**config.mk**
```make
export PLATFORM = sky130hd
export DESIGN_NAME = gas_pi_dosing_controller_flat
export DESIGN_NICKNAME = d
export VERILOG_FILES = /design/src/gpdc_pkg.sv /design/src/gpdc_in_if.sv /design/src/gpdc_out_if.sv /design/src/gpdc_smul.sv /design/src/gpdc_qdiv.sv /design/src/gas_pi_dosing_controller.sv /design/src/flat_wrapper.sv
export SDC_FILE = /design/constraint.sdc
export NUM_CORES = 2
export LEC_CHECK = 0
export BUFFER_PORTS_ARGS = -buffer_cell sky130_fd_sc_hd__buf_4
export CORE_MARGIN = 2
export CORE_UTILIZATION = 57
export CTS_CLUSTER_DIAMETER = 150
export DETAILED_ROUTE_END_ITERATION = 6
export PLACE_DENSITY = 0.76
export SLEW_MARGIN = 20
export SYNTH_ARGS = -nofsm -noshare
export SYNTH_HDL_FRONTEND = slang
export SYNTH_HIERARCHICAL = 1
export SYNTH_SLANG_ARGS = --single-unit
export TNS_END_PERCENT = 50
```
**constraint.sdc**
```tcl
create_clock -name clk -period 7.09 [get_ports clk]
set_clock_uncertainty 0.15 [all_clocks]
set_input_delay 1.0635 -clock clk [delete_from_list [all_inputs] [get_ports clk]]
set_output_delay 1.0635 -clock clk [all_outputs]
set_load 0.01 [all_outputs]
```
**src/gpdc_pkg.sv**
```systemverilog
// Shared widths, constants and state encodings of the gas dosing PI controller.
`default_nettype none

package gpdc_pkg;

  localparam int READ_W  = 14;
  localparam int OFS_W   = 11;
  localparam int GAIN_W  = 16;
  localparam int CFG_W   = 16;
  localparam int ERR_W   = 16;
  localparam int ACC_W   = 16;
  localparam int INTEG_W = 15;
  localparam int DUTY_W  = 7;
  localparam int PULSE_W = 10;

  localparam int MA_W   = 32;
  localparam int MB_W   = 16;
  localparam int PROD_W = MA_W + MB_W;
  localparam int NUM_W  = PROD_W + 1;
  localparam int DEN_W  = 32;
  localparam int REM_W  = 39;
  localparam int QK_W   = 3;

  localparam int INTEG_LIMIT      = 9999;
  localparam int DUTY_MAX         = 100;
  localparam int ERR_MIN_FOR_DUTY = 6;
  localparam int PTERM_LIMIT      = 100;
  localparam int PULSE_MAX        = 1023;
  localparam int RECIP_100        = 5243;
  localparam int RECIP_SH         = 19;

  typedef enum logic [2:0] {
    REG_SETPOINT,
    REG_HIGH_ALARM,
    REG_LOW_ALARM,
    REG_OFFSET,
    REG_PROP_NUM,
    REG_PROP_DEN,
    REG_INTEG_NUM,
    REG_INTEG_DEN
  } cfg_idx_t;

  typedef enum logic [3:0] {
    S_IDLE,
    S_PREP,
    S_MUL_A,
    S_MUL_B,
    S_MUL_C,
    S_DIV,
    S_DIVW,
    S_PULSE,
    S_OUT
  } ctl_state_t;

  typedef enum logic [1:0] {
    D_IDLE,
    D_CHK,
    D_STEP
  } div_state_t;

endpackage

`default_nettype wire

```
**src/gpdc_in_if.sv**
```systemverilog
// Sample channel: valid/ready handshake with the reading and status flags.
`default_nettype none

interface gpdc_in_if;
  import gpdc_pkg::*;

  logic              valid;
  logic              ready;
  logic [READ_W-1:0] reading;
  logic              door_closed;
  logic              sensor_fault;
  logic              tank_one_low;
  logic              tank_two_low;

  modport source (
    output valid, reading, door_closed, sensor_fault, tank_one_low, tank_two_low,
    input  ready
  );

  modport sink (
    input  valid, reading, door_closed, sensor_fault, tank_one_low, tank_two_low,
    output ready
  );
endinterface

`default_nettype wire

```
**src/gpdc_out_if.sv**
```systemverilog
// Result channel: valid/ready handshake with duty, pulse, valve and alarm fields.
`default_nettype none

interface gpdc_out_if;
  import gpdc_pkg::*;

  logic               valid;
  logic               ready;
  logic [DUTY_W-1:0]  duty_percent;
  logic [PULSE_W-1:0] pulse_time;
  logic               main_valve_on;
  logic               backup_valve_on;
  logic               setpoint_reached;
  logic               high_alarm;
  logic               low_alarm;

  modport source (
    output valid, duty_percent, pulse_time, main_valve_on, backup_valve_on,
           setpoint_reached, high_alarm, low_alarm,
    input  ready
  );

  modport sink (
    input  valid, duty_percent, pulse_time, main_valve_on, backup_valve_on,
           setpoint_reached, high_alarm, low_alarm,
    output ready
  );
endinterface

`default_nettype wire

```
**src/gpdc_smul.sv**
```systemverilog
// Bit-serial shift-add multiplier, one multiplier bit per cycle.
`default_nettype none

module gpdc_smul #(
  parameter int A_W = 32,
  parameter int B_W = 16
) (
  input  wire logic                 clk,
  input  wire logic                 rst_n,
  input  wire logic                 start,
  input  wire logic [A_W-1:0]       a,
  input  wire logic [B_W-1:0]       b,
  output logic                      done,
  output logic [A_W+B_W-1:0]        prod
);
  import gpdc_pkg::*;

  localparam int CNT_W = $clog2(B_W + 1);

  logic [A_W-1:0]     a_r;
  logic [B_W-1:0]     b_r;
  logic [A_W+B_W-1:0] p_r;
  logic [CNT_W-1:0]   cnt_r;
  logic               busy_r;
  logic               done_r;
  logic [A_W:0]       sum;

  assign sum  = {1'b0, p_r[A_W+B_W-1:B_W]} + (b_r[0] ? {1'b0, a_r} : '0);
  assign done = done_r;
  assign prod = p_r;

  always_ff @(posedge clk) begin
    if (!rst_n) begin
      busy_r <= 1'b0;
      done_r <= 1'b0;
      cnt_r  <= '0;
    end else begin
      done_r <= 1'b0;
      if (start) begin
        busy_r <= 1'b1;
        cnt_r  <= CNT_W'(B_W);
      end else if (busy_r) begin
        cnt_r <= cnt_r - 1'b1;
        if (cnt_r == CNT_W'(1)) begin
          busy_r <= 1'b0;
          done_r <= 1'b1;
        end
      end
    end
  end

  always_ff @(posedge clk) begin
    if (start) begin
      a_r <= a;
      b_r <= b;
      p_r <= '0;
    end else if (busy_r) begin
      p_r <= {sum, p_r[B_W-1:1]};
      b_r <= b_r >> 1;
    end
  end

endmodule

`default_nettype wire

```
**src/gpdc_qdiv.sv**
```systemverilog
// Restoring divider for the duty quotient, saturated at full scale, one bit per cycle.
`default_nettype none

module gpdc_qdiv (
  input  wire logic                          clk,
  input  wire logic                          rst_n,
  input  wire logic                          start,
  input  wire logic [gpdc_pkg::PROD_W-1:0]   num,
  input  wire logic [gpdc_pkg::DEN_W-1:0]    den,
  output logic                               done,
  output logic [gpdc_pkg::DUTY_W-1:0]        q
);
  import gpdc_pkg::*;

  div_state_t         st_r, st_nxt;
  logic [PROD_W-1:0]  num_r;
  logic [DEN_W-1:0]   den_r;
  logic [QK_W-1:0]    k_r;
  logic [DUTY_W-1:0]  q_r;
  logic               done_r;
  logic [REM_W-1:0]   den_full;
  logic [REM_W-1:0]   den_sh;
  logic [REM_W:0]     trial;
  logic               at_full;

  assign den_full = REM_W'(den_r) * REM_W'(DUTY_MAX);
  assign at_full  = num_r >= PROD_W'(den_full);
  assign den_sh   = REM_W'(den_r) << k_r;
  assign trial    = {1'b0, num_r[REM_W-1:0]} - {1'b0, den_sh};
  assign done     = done_r;
  assign q        = q_r;

  always_ff @(posedge clk) begin
    if (!rst_n) begin
      st_r <= D_IDLE;
    end else begin
      st_r <= st_nxt;
    end
  end

  always_comb begin
    st_nxt = st_r;
    unique case (st_r)
      D_IDLE: begin
        if (start) st_nxt = D_CHK;
      end
      D_CHK: begin
        st_nxt = at_full ? D_IDLE : D_STEP;
      end
      D_STEP: begin
        if (k_r == '0) st_nxt = D_IDLE;
      end
      default: st_nxt = D_IDLE;
    endcase
  end

  always_ff @(posedge clk) begin
    if (!rst_n) begin
      done_r <= 1'b0;
    end else begin
      done_r <= ((st_r == D_CHK) && at_full) || ((st_r == D_STEP) && (k_r == '0));
    end
  end

  always_ff @(posedge clk) begin
    unique case (st_r)
      D_IDLE: begin
        if (start) begin
          num_r <= num;
          den_r <= den;
        end
      end
      D_CHK: begin
        k_r <= QK_W'(DUTY_W - 1);
        q_r <= at_full ? DUTY_W'(DUTY_MAX) : '0;
      end
      D_STEP: begin
        if (!trial[REM_W]) begin
          num_r    <= PROD_W'(trial[REM_W-1:0]);
          q_r[k_r] <= 1'b1;
        end
        k_r <= k_r - 1'b1;
      end
      default: begin
      end
    endcase
  end

endmodule

`default_nettype wire

```
**src/gas_pi_dosing_controller.sv**
```systemverilog
// Top level: gas dosing PI controller with bit-serial multiply and divide.
// The time from input beat to result beat is set by three bit-serial multiply passes and,
// when the quotient is formed, the 7-step restoring quotient loop. One sample is in flight;
// the next is taken once the result sits in the output register.
// Reset (synchronous, rst_n low): registers to their defaults, integrator zero, main tank.
`default_nettype none

module gas_pi_dosing_controller #(
  parameter int PULSE_PERIOD = 1000
) (
  input  wire logic                          clk,
  input  wire logic                          rst_n,
  input  wire logic                          cfg_we,
  input  wire gpdc_pkg::cfg_idx_t            cfg_idx,
  input  wire logic [gpdc_pkg::CFG_W-1:0]    cfg_data,
  gpdc_in_if.sink                            in_ch,
  gpdc_out_if.source                         out_ch
);
  import gpdc_pkg::*;

  localparam int PQ  = PULSE_PERIOD / 100;
  localparam int PRK = (PULSE_PERIOD % 100) * RECIP_100;
  localparam logic signed [ACC_W-1:0] I_MAX = ACC_W'(INTEG_LIMIT);
  localparam logic signed [ACC_W-1:0] I_MIN = -ACC_W'(INTEG_LIMIT);
  localparam logic signed [ERR_W-1:0] E_MIN = ERR_W'(ERR_MIN_FOR_DUTY);

  // configuration registers
  logic [READ_W-1:0] sp_r, hi_lvl_r, lo_lvl_r;
  logic [OFS_W-1:0]  ofs_r;
  logic [GAIN_W-1:0] pn_r, pd_r, inum_r, id_r;

  // sample and control state
  ctl_state_t               state_r, state_nxt;
  logic signed [ERR_W-1:0]  e_r;
  logic                     ctrl_r, t1_r, t2_r;
  logic                     reached_r, hi_r, lo_r;
  logic signed [ACC_W-1:0]  acc_r;
  logic signed [INTEG_W-1:0] integ_r;
  logic [DEN_W-1:0]         den_r;
  logic [NUM_W-1:0]         num_r;
  logic [DUTY_W-1:0]        duty_r;
  logic [PULSE_W-1:0]       pulse_r;
  logic                     backup_r;

  // output register
  logic                     out_valid_r;
  logic [DUTY_W-1:0]        o_duty_r;
  logic [PULSE_W-1:0]       o_pulse_r;
  logic                     o_main_r, o_back_r, o_reached_r, o_hi_r, o_lo_r;

  // capture logic
  logic signed [ERR_W-1:0]  corr, err;
  logic                     alarms_on, hi_now, in_acc;
  logic [GAIN_W-1:0]        pd_eff, id_eff;

  // multiplier and divider hookup
  logic                     mua_start, mub_start, mua_done, mub_done;
  logic [MA_W-1:0]          mua_a, mub_a;
  logic [MB_W-1:0]          mua_b, mub_b;
  logic [PROD_W-1:0]        mua_p, mub_p;
  logic                     div_start, div_done;
  logic [DUTY_W-1:0]        div_q;

  logic [22:0]              pd_lim;
  logic                     keep_integ;
  logic signed [ACC_W-1:0]  acc_sum, acc_nxt;
  logic [INTEG_W-1:0]       integ_clamped;
  logic [ACC_W-1:0]         acc_neg, acc_mag;
  logic                     num_pos, duty_go, out_load, back_sel;
  logic [16:0]              pul_whole, pul_sum;
  logic [25:0]              pul_frac;
  logic [PULSE_W-1:0]       pul_sat;

  assign in_acc    = in_ch.valid && in_ch.ready;
  assign corr      = $signed({2'b00, in_ch.reading}) +
                     $signed({{(ERR_W-OFS_W){ofs_r[OFS_W-1]}}, ofs_r});
  assign err       = $signed({2'b00, sp_r}) - corr;
  assign alarms_on = !in_ch.sensor_fault && (sp_r != '0);
  assign hi_now    = corr >= $signed({2'b00, hi_lvl_r});

  assign pd_eff = (pd_r == '0) ? GAIN_W'(1) : pd_r;
  assign id_eff = (id_r == '0) ? GAIN_W'(1) : id_r;

  assign pd_lim     = 23'(pd_eff) * 23'(PTERM_LIMIT);
  assign keep_integ = e_r[ERR_W-1] || (e_r == '0) || (mua_p < PROD_W'(pd_lim));
  assign acc_sum    = $signed({integ_r[INTEG_W-1], integ_r}) + e_r;
  assign acc_nxt    = keep_integ ? acc_sum : '0;
  assign integ_clamped = (acc_nxt > I_MAX) ? I_MAX[INTEG_W-1:0] :
                         (acc_nxt < I_MIN) ? I_MIN[INTEG_W-1:0] : acc_nxt[INTEG_W-1:0];
  assign acc_neg    = -acc_r;
  assign acc_mag    = acc_r[ACC_W-1] ? acc_neg : acc_r;

  assign num_pos = !num_r[NUM_W-1] && (num_r[NUM_W-2:0] != '0);
  assign duty_go = ctrl_r && (e_r > E_MIN) && num_pos;

  assign pul_whole = 17'(duty_r) * 17'(PQ);
  assign pul_frac  = 26'(duty_r) * 26'(PRK);
  assign pul_sum   = pul_whole + 17'(pul_frac[25:RECIP_SH]);
  assign pul_sat   = (pul_sum > 17'(PULSE_MAX)) ? PULSE_W'(PULSE_MAX) : pul_sum[PULSE_W-1:0];

  assign out_load = (state_r == S_OUT) && (!out_valid_r || out_ch.ready);
  assign back_sel = !t2_r && (t1_r || backup_r);

  assign in_ch.ready = (state_r == S_IDLE);

  assign out_ch.valid            = out_valid_r;
  assign out_ch.duty_percent     = o_duty_r;
  assign out_ch.pulse_time       = o_pulse_r;
  assign out_ch.main_valve_on    = o_main_r;
  assign out_ch.backup_valve_on  = o_back_r;
  assign out_ch.setpoint_reached = o_reached_r;
  assign out_ch.high_alarm       = o_hi_r;
  assign out_ch.low_alarm        = o_lo_r;

  gpdc_smul #(.A_W(MA_W), .B_W(MB_W)) u_mul_a (
    .clk   (clk),
    .rst_n (rst_n),
    .start (mua_start),
    .a     (mua_a),
    .b     (mua_b),
    .done  (mua_done),
    .prod  (mua_p)
  );

  gpdc_smul #(.A_W(MA_W), .B_W(MB_W)) u_mul_b (
    .clk   (clk),
    .rst_n (rst_n),
    .start (mub_start),
    .a     (mub_a),
    .b     (mub_b),
    .done  (mub_done),
    .prod  (mub_p)
  );

  gpdc_qdiv u_qdiv (
    .clk   (clk),
    .rst_n (rst_n),
    .start (div_start),
    .num   (num_r[PROD_W-1:0]),
    .den   (den_r),
    .done  (div_done),
    .q     (div_q)
  );

  always_ff @(posedge clk) begin
    if (!rst_n) begin
      state_r <= S_IDLE;
    end else begin
      state_r <= state_nxt;
    end
  end

  always_comb begin
    state_nxt = state_r;
    mua_start = 1'b0;
    mub_start = 1'b0;
    mua_a     = '0;
    mua_b     = '0;
    mub_a     = '0;
    mub_b     = '0;
    div_start = 1'b0;
    unique case (state_r)
      S_IDLE: begin
        if (in_ch.valid) state_nxt = S_PREP;
      end
      S_PREP: begin
        // error times prop gain, and the common denominator
        mua_start = 1'b1;
        mua_a     = e_r[ERR_W-1] ? '0 : MA_W'(e_r[ERR_W-2:0]);
        mua_b     = pn_r;
        mub_start = 1'b1;
        mub_a     = MA_W'(pd_eff);
        mub_b     = id_eff;
        state_nxt = S_MUL_A;
      end
      S_MUL_A: begin
        if (mua_done) begin
          mua_start = 1'b1;
          mua_a     = mua_p[MA_W-1:0];
          mua_b     = id_eff;
          mub_start = 1'b1;
          mub_a     = MA_W'(inum_r);
          mub_b     = pd_eff;
          state_nxt = S_MUL_B;
        end
      end
      S_MUL_B: begin
        if (mua_done) begin
          mub_start = 1'b1;
          mub_a     = mub_p[MA_W-1:0];
          mub_b     = acc_mag;
          state_nxt = S_MUL_C;
        end
      end
      S_MUL_C: begin
        if (mub_done) state_nxt = S_DIV;
      end
      S_DIV: begin
        div_start = duty_go;
        state_nxt = duty_go ? S_DIVW : S_PULSE;
      end
      S_DIVW: begin
        if (div_done) state_nxt = S_PULSE;
      end
      S_PULSE: begin
        state_nxt = S_OUT;
      end
      S_OUT: begin
        if (!out_valid_r || out_ch.ready) state_nxt = S_IDLE;
      end
      default: state_nxt = S_IDLE;
    endcase
  end

  always_ff @(posedge clk) begin
    if (!rst_n) begin
      sp_r     <= '0;
      hi_lvl_r <= READ_W'(10000);
      lo_lvl_r <= '0;
      ofs_r    <= '0;
      pn_r     <= GAIN_W'(1);
      pd_r     <= GAIN_W'(1);
      inum_r   <= '0;
      id_r     <= GAIN_W'(1);
    end else if (cfg_we) begin
      unique case (cfg_idx)
        REG_SETPOINT:   sp_r     <= cfg_data[READ_W-1:0];
        REG_HIGH_ALARM: hi_lvl_r <= cfg_data[READ_W-1:0];
        REG_LOW_ALARM:  lo_lvl_r <= cfg_data[READ_W-1:0];
        REG_OFFSET:     ofs_r    <= cfg_data[OFS_W-1:0];
        REG_PROP_NUM:   pn_r     <= cfg_data[GAIN_W-1:0];
        REG_PROP_DEN:   pd_r     <= cfg_data[GAIN_W-1:0];
        REG_INTEG_NUM:  inum_r   <= cfg_data[GAIN_W-1:0];
        REG_INTEG_DEN:  id_r     <= cfg_data[GAIN_W-1:0];
        default: begin
        end
      endcase
    end
  end

  always_ff @(posedge clk) begin
    if (!rst_n) begin
      integ_r     <= '0;
      backup_r    <= 1'b0;
      out_valid_r <= 1'b0;
    end else begin
      if ((state_r == S_MUL_A) && mua_done) begin
        integ_r <= ctrl_r ? integ_clamped : '0;
      end
      if (out_load) begin
        out_valid_r <= 1'b1;
        if (pulse_r != '0) backup_r <= back_sel;
      end else if (out_ch.ready) begin
        out_valid_r <= 1'b0;
      end
    end
  end

  always_ff @(posedge clk) begin
    if (in_acc) begin
      e_r       <= err;
      ctrl_r    <= alarms_on && in_ch.door_closed;
      t1_r      <= in_ch.tank_one_low;
      t2_r      <= in_ch.tank_two_low;
      reached_r <= alarms_on && (corr >= $signed({2'b00, sp_r}));
      hi_r      <= alarms_on && hi_now;
      lo_r      <= alarms_on && !hi_now && (corr <= $signed({2'b00, lo_lvl_r}));
    end
    if ((state_r == S_MUL_A) && mua_done) begin
      acc_r <= acc_nxt;
      den_r <= mub_p[DEN_W-1:0];
    end
    if ((state_r == S_MUL_C) && mub_done) begin
      num_r <= acc_r[ACC_W-1] ? ({1'b0, mua_p} - {1'b0, mub_p})
                              : ({1'b0, mua_p} + {1'b0, mub_p});
    end
    if ((state_r == S_DIV) && !duty_go) begin
      duty_r <= '0;
    end else if ((state_r == S_DIVW) && div_done) begin
      duty_r <= div_q;
    end
    if (state_r == S_PULSE) begin
      pulse_r <= pul_sat;
    end
    if (out_load) begin
      o_duty_r    <= duty_r;
      o_pulse_r   <= pulse_r;
      o_main_r    <= (pulse_r != '0) && !back_sel;
      o_back_r    <= (pulse_r != '0) && back_sel;
      o_reached_r <= reached_r;
      o_hi_r      <= hi_r;
      o_lo_r      <= lo_r;
    end
  end

  a_integ_range: assert property (@(posedge clk) disable iff (!rst_n)
    (integ_r <= I_MAX) && (integ_r >= I_MIN))
    else $error("integrator outside clamp range");

  a_valve_pulse: assert property (@(posedge clk) disable iff (!rst_n)
    out_valid_r |-> !(o_main_r && o_back_r) && ((o_pulse_r == '0) == !(o_main_r || o_back_r)))
    else $error("valve select inconsistent with pulse");

  a_duty_pulse: assert property (@(posedge clk) disable iff (!rst_n)
    out_valid_r |-> (o_duty_r <= DUTY_W'(DUTY_MAX)) && ((o_duty_r != '0) || (o_pulse_r == '0)))
    else $error("duty out of range or pulse without duty");

  a_mul_phase: assert property (@(posedge clk) disable iff (!rst_n)
    mua_done |-> (state_r == S_MUL_A) || (state_r == S_MUL_B))
    else $error("multiplier finished outside its phase");

endmodule

`default_nettype wire
```
**src/flat_wrapper.sv**
```systemverilog
// flat-port wrapper written by rule: the top's interface ports become plain ports
module gas_pi_dosing_controller_flat import gpdc_pkg::*;
#(
  parameter int PULSE_PERIOD = 1000
)
  (clk, rst_n, cfg_we, cfg_idx, cfg_data, in_ch_valid, in_ch_reading, in_ch_door_closed, in_ch_sensor_fault, in_ch_tank_one_low, in_ch_tank_two_low, in_ch_ready, out_ch_valid, out_ch_duty_percent, out_ch_pulse_time, out_ch_main_valve_on, out_ch_backup_valve_on, out_ch_setpoint_reached, out_ch_high_alarm, out_ch_low_alarm, out_ch_ready);
  gpdc_in_if in_ch_i ();
  gpdc_out_if out_ch_i ();
  input  wire logic clk;
  input  wire logic rst_n;
  input  wire logic cfg_we;
  input  wire gpdc_pkg::cfg_idx_t cfg_idx;
  input  wire logic [gpdc_pkg::CFG_W-1:0] cfg_data;
  input wire logic [$bits(in_ch_i.valid)-1:0] in_ch_valid;
  input wire logic [$bits(in_ch_i.reading)-1:0] in_ch_reading;
  input wire logic [$bits(in_ch_i.door_closed)-1:0] in_ch_door_closed;
  input wire logic [$bits(in_ch_i.sensor_fault)-1:0] in_ch_sensor_fault;
  input wire logic [$bits(in_ch_i.tank_one_low)-1:0] in_ch_tank_one_low;
  input wire logic [$bits(in_ch_i.tank_two_low)-1:0] in_ch_tank_two_low;
  output wire logic [$bits(in_ch_i.ready)-1:0] in_ch_ready;
  output wire logic [$bits(out_ch_i.valid)-1:0] out_ch_valid;
  output wire logic [$bits(out_ch_i.duty_percent)-1:0] out_ch_duty_percent;
  output wire logic [$bits(out_ch_i.pulse_time)-1:0] out_ch_pulse_time;
  output wire logic [$bits(out_ch_i.main_valve_on)-1:0] out_ch_main_valve_on;
  output wire logic [$bits(out_ch_i.backup_valve_on)-1:0] out_ch_backup_valve_on;
  output wire logic [$bits(out_ch_i.setpoint_reached)-1:0] out_ch_setpoint_reached;
  output wire logic [$bits(out_ch_i.high_alarm)-1:0] out_ch_high_alarm;
  output wire logic [$bits(out_ch_i.low_alarm)-1:0] out_ch_low_alarm;
  input wire logic [$bits(out_ch_i.ready)-1:0] out_ch_ready;
  assign in_ch_i.valid = in_ch_valid;
  assign in_ch_i.reading = in_ch_reading;
  assign in_ch_i.door_closed = in_ch_door_closed;
  assign in_ch_i.sensor_fault = in_ch_sensor_fault;
  assign in_ch_i.tank_one_low = in_ch_tank_one_low;
  assign in_ch_i.tank_two_low = in_ch_tank_two_low;
  assign in_ch_ready = in_ch_i.ready;
  assign out_ch_valid = out_ch_i.valid;
  assign out_ch_duty_percent = out_ch_i.duty_percent;
  assign out_ch_pulse_time = out_ch_i.pulse_time;
  assign out_ch_main_valve_on = out_ch_i.main_valve_on;
  assign out_ch_backup_valve_on = out_ch_i.backup_valve_on;
  assign out_ch_setpoint_reached = out_ch_i.setpoint_reached;
  assign out_ch_high_alarm = out_ch_i.high_alarm;
  assign out_ch_low_alarm = out_ch_i.low_alarm;
  assign out_ch_i.ready = out_ch_ready;
  gas_pi_dosing_controller #(.PULSE_PERIOD(PULSE_PERIOD)) u_core (.clk(clk), .rst_n(rst_n), .cfg_we(cfg_we), .cfg_idx(cfg_idx), .cfg_data(cfg_data), .in_ch(in_ch_i), .out_ch(out_ch_i));
endmodule
```
==> flow_summary.toml <==
[run_status]
outcome = "complete, no violations"

[setup_path]
rrSetupSlack_ns = 0.40
required_ns = 7.46
critPathMaxFanout = 10
crit_arrival_ns = 7.05
cp-start-kind = "register"
crit_path_end_kind = "register"
critPathKind = "reg2reg"

[drt]
dr.pass1.iters = 6
post_drt_wl_per_cell_um = 20.8
routed_via_density = 6.18
drc = 0
dr.first_iter.drc_count = 3180
wl_um = 117000
drtAntennaViolNets = 0
vias = 34800

[cells_and_area]
finish.instance_area_um2 = 46400
area_growth_pct = 8.56
layout_common_cells = "491 x nand2_1, 457 x ha_1, 401 x a21oi_1, 337 x edfxtp_1, 318 x nor2_1"
drive_above_1_share_pct = 8.43
layout_commonest_cell = "nand2_1"
nets = 5159

[power]
p_int_mw = 8.34
ir_worst_vdd_mv = 0.234
seq_power_share_pct = 35.0
p_comb_share_pct = 38.9
p_leak_nw = 19.4
swShare_pct = 38.3
p_per_area_nw_per_um2 = 292
switchingPower_mw = 5.18
p_clk_share_pct = 26.1
total_power_mw = 13.5

[floorplanning]
die_w_um = 278
core_um2 = 74300
die_y_um = 278
start_util_pct = 57.5
rows = 100
io_pins = 66
die-area_um2 = 77200

[synthesis]
syn_inst = 4611
synth_edf_count = 337
synth-seq-cells = 595
synth.cell_area_um2 = 42700
ys_seq_area_share_pct = 35.8
synth_flop_cell = "edfxtp_1"
yosys_warnings = 6
ys_async_sr_fraction_pct = 0
synthDistinctLibCells = 109
syn-num-nets = 5158
synth_area_per_cell_um2 = 9.27

[timing]
tightestPinTransition_ns = 1.09
setup_viol = 0
whs_ns = 0.264
rsz0062_at_grt = "false"
finalCriticalPeriod_ns = 6.69
slew_violations = 0
max_freq_ghz = 0.150
hold_viol_final = 0
setup_tns_ns = 0
period_share_pct = 94.3
max_slew_margin_pct = 27.2

[min_path]
hold_class = "reg2reg"

[placement]
place_congestion = 0.965
postPlaceCellArea_um2 = 44100
portBuffers = 65
dp_hpwl_um = 88400

[global_routing]
grt_max_degree = 64
antenna_found_initial = 1
overflow = 0
grt_pass1_wl_um = 183000
grt_pass1_vias = 33300
track_usage_pct = 29.7

[clocking]
htreeDepth = 3
cts.sinks = 595
root_buffer = "clkbuf_16"
cts_hold_buffers = 0
cts_tree = "yes"
clkTransAtPathRegs_ns = 0.07
clock_latency_ns = 0.61
clk_path_buf_depth = 3
cts_made_buffers = 66

[flow_run]
maxCapViolCount = 0
==> registers in the layout, summed over array words and instances, names as in the netlist, 32 cells and up <==
name,flops
u_core/u_mul_a/prod,48
u_core/u_qdiv/num_r,48
u_core/u_mul_a/a_r,32
u_core/num_r,49
u_core/u_qdiv/den_r,32
u_core/den_r,32
u_core/u_mul_b/prod,48
u_core/u_mul_b/a_r,32
==> what timing repair did <==
action / 4_1_cts / 5_1_grt
setup endpoints to repair: 4 / 14
gates resized for setup: 2 / 12
setup buffers: 0 / 7
pin swaps: 0 / 8
==> path summary, 6_finish.rpt <==
path                                    endpoint  cells past startpoint             start
setup / recovery              u_core/integ_r[12]                     27   u_core/pd_r[14]
hold / removal    u_core/out_ch.setpoint_reached                      0  u_core/reached_r
setup reg to reg              u_core/integ_r[12]                     27   u_core/pd_r[14]
hold reg to reg   u_core/out_ch.setpoint_reached                      0  u_core/reached_r
==> per-stage QoR <==
stage          cells  worst slack (ns)  utilization, %
4_1_cts         5625            0.0344            62.3
6_report        5633             0.405            62.4
2_1_floorplan   4611             0.290               -
3_5_place_dp    5506            0.0604            59.3
3_3_place_gp    5506             0.120            59.3
5_1_grt         5632            0.0365            62.4
==> cell usage after synthesis (45+ instances only) <==
cell type / instances / area (um2)
mux2i_1: 120 / 1200
xnor2_1: 161 / 1410
clkbuf_1: 133 / 499
ha_1: 459 / 5740
and2_1: 92 / 576
fa_1: 46 / 921
nor3_1: 82 / 410
nor4_1: 45 / 282
nand2_1: 494 / 1850
nor2b_1: 65 / 407
dfxtp_1: 258 / 5160
o21ai_0: 171 / 856
mux2_2: 60 / 676
edfxtp_1: 337 / 10100
nor2_1: 320 / 1200
inv_1: 298 / 1120
a21o_1: 116 / 871
nand2b_1: 52 / 325
nand4_1: 58 / 363
xor2_1: 96 / 841
and3_1: 55 / 344
nand3_1: 78 / 390
a21oi_1: 401 / 2010
a31oi_1: 45 / 282
==> power groups by stage <==
| stage | clock network (mW) | registers, mW | logic, mW |
|---|---|---|---|
| final | 3.53 | 4.73 | 5.26 |
| after global routing | 3.71 | 4.75 | 5.76 |
| after CTS | 3.58 | 4.72 | 5.15 |
| after detailed placement | 0 | 4.79 | 5.11 |
| after global placement | 0 | 4.78 | 5.03 |
| after floorplan | 0 | 4.49 | 3.95 |
==> cell type report <==
type	count	area, um2
Antenna cell	1	2.50
Clock buffer	91	1860
Clock inverter	28	344
Fill cell	6216	27900
Inverter	303	1140
Multi-Input combinational cell	3533	25700
Sequential cell	595	15300
Tap cell	969	1210
Timing Repair Buffer	113	852
==> cells by family (layout without fill, tap and decap cells) <==
family | Yosys count | after routing | synth area share (%)
xor+xnor | 257 | 257 | 5.27
other cells | 0 | 1 | 0
flops | 595 | 595 | 35.8
buf+inv | 483 | 535 | 4.37
fa+ha+maj | 505 | 505 | 15.6
compound gates | 1117 | 1117 | 17.0
mux | 199 | 199 | 5.39
simple gates | 1455 | 1455 | 16.6
==> metal layers <==
layer	track usage, %	vias up	share of wire (%)
met5	0	-	0
met3	3.18	263	6.1
li1	-	16700	-
met4	13.9	0	4.8
met1	38.5	16600	42
met2	50.0	1225	47
==> worst max-delay path, cell delays in order (launching register included) <==
cell and delay, ns:
dfxtp_1 0.34, inv_1 0.08, ha_1 0.17, and4_1 0.25, nand4_1 0.13, nand2b_4 0.18
and2_1 0.24, ha_1 0.32, ha_1 0.31, fa_1 0.46, ha_1 0.36, or2_2 0.30
o311a_1 0.15, or3_1 0.38, o311ai_1 0.15, o2111ai_1 0.18, a21oi_1 0.18, xor2_1 0.10
ha_1 0.28, nand3b_1 0.10, nor3_2 0.19, nand3_1 0.10, o221a_2 0.28, a311oi_4 0.33
buf_6 0.19, a211oi_2 0.05, or3_1 0.43, o21ai_1 0.20
Note: power is estimated with default switching activity, not from simulation.
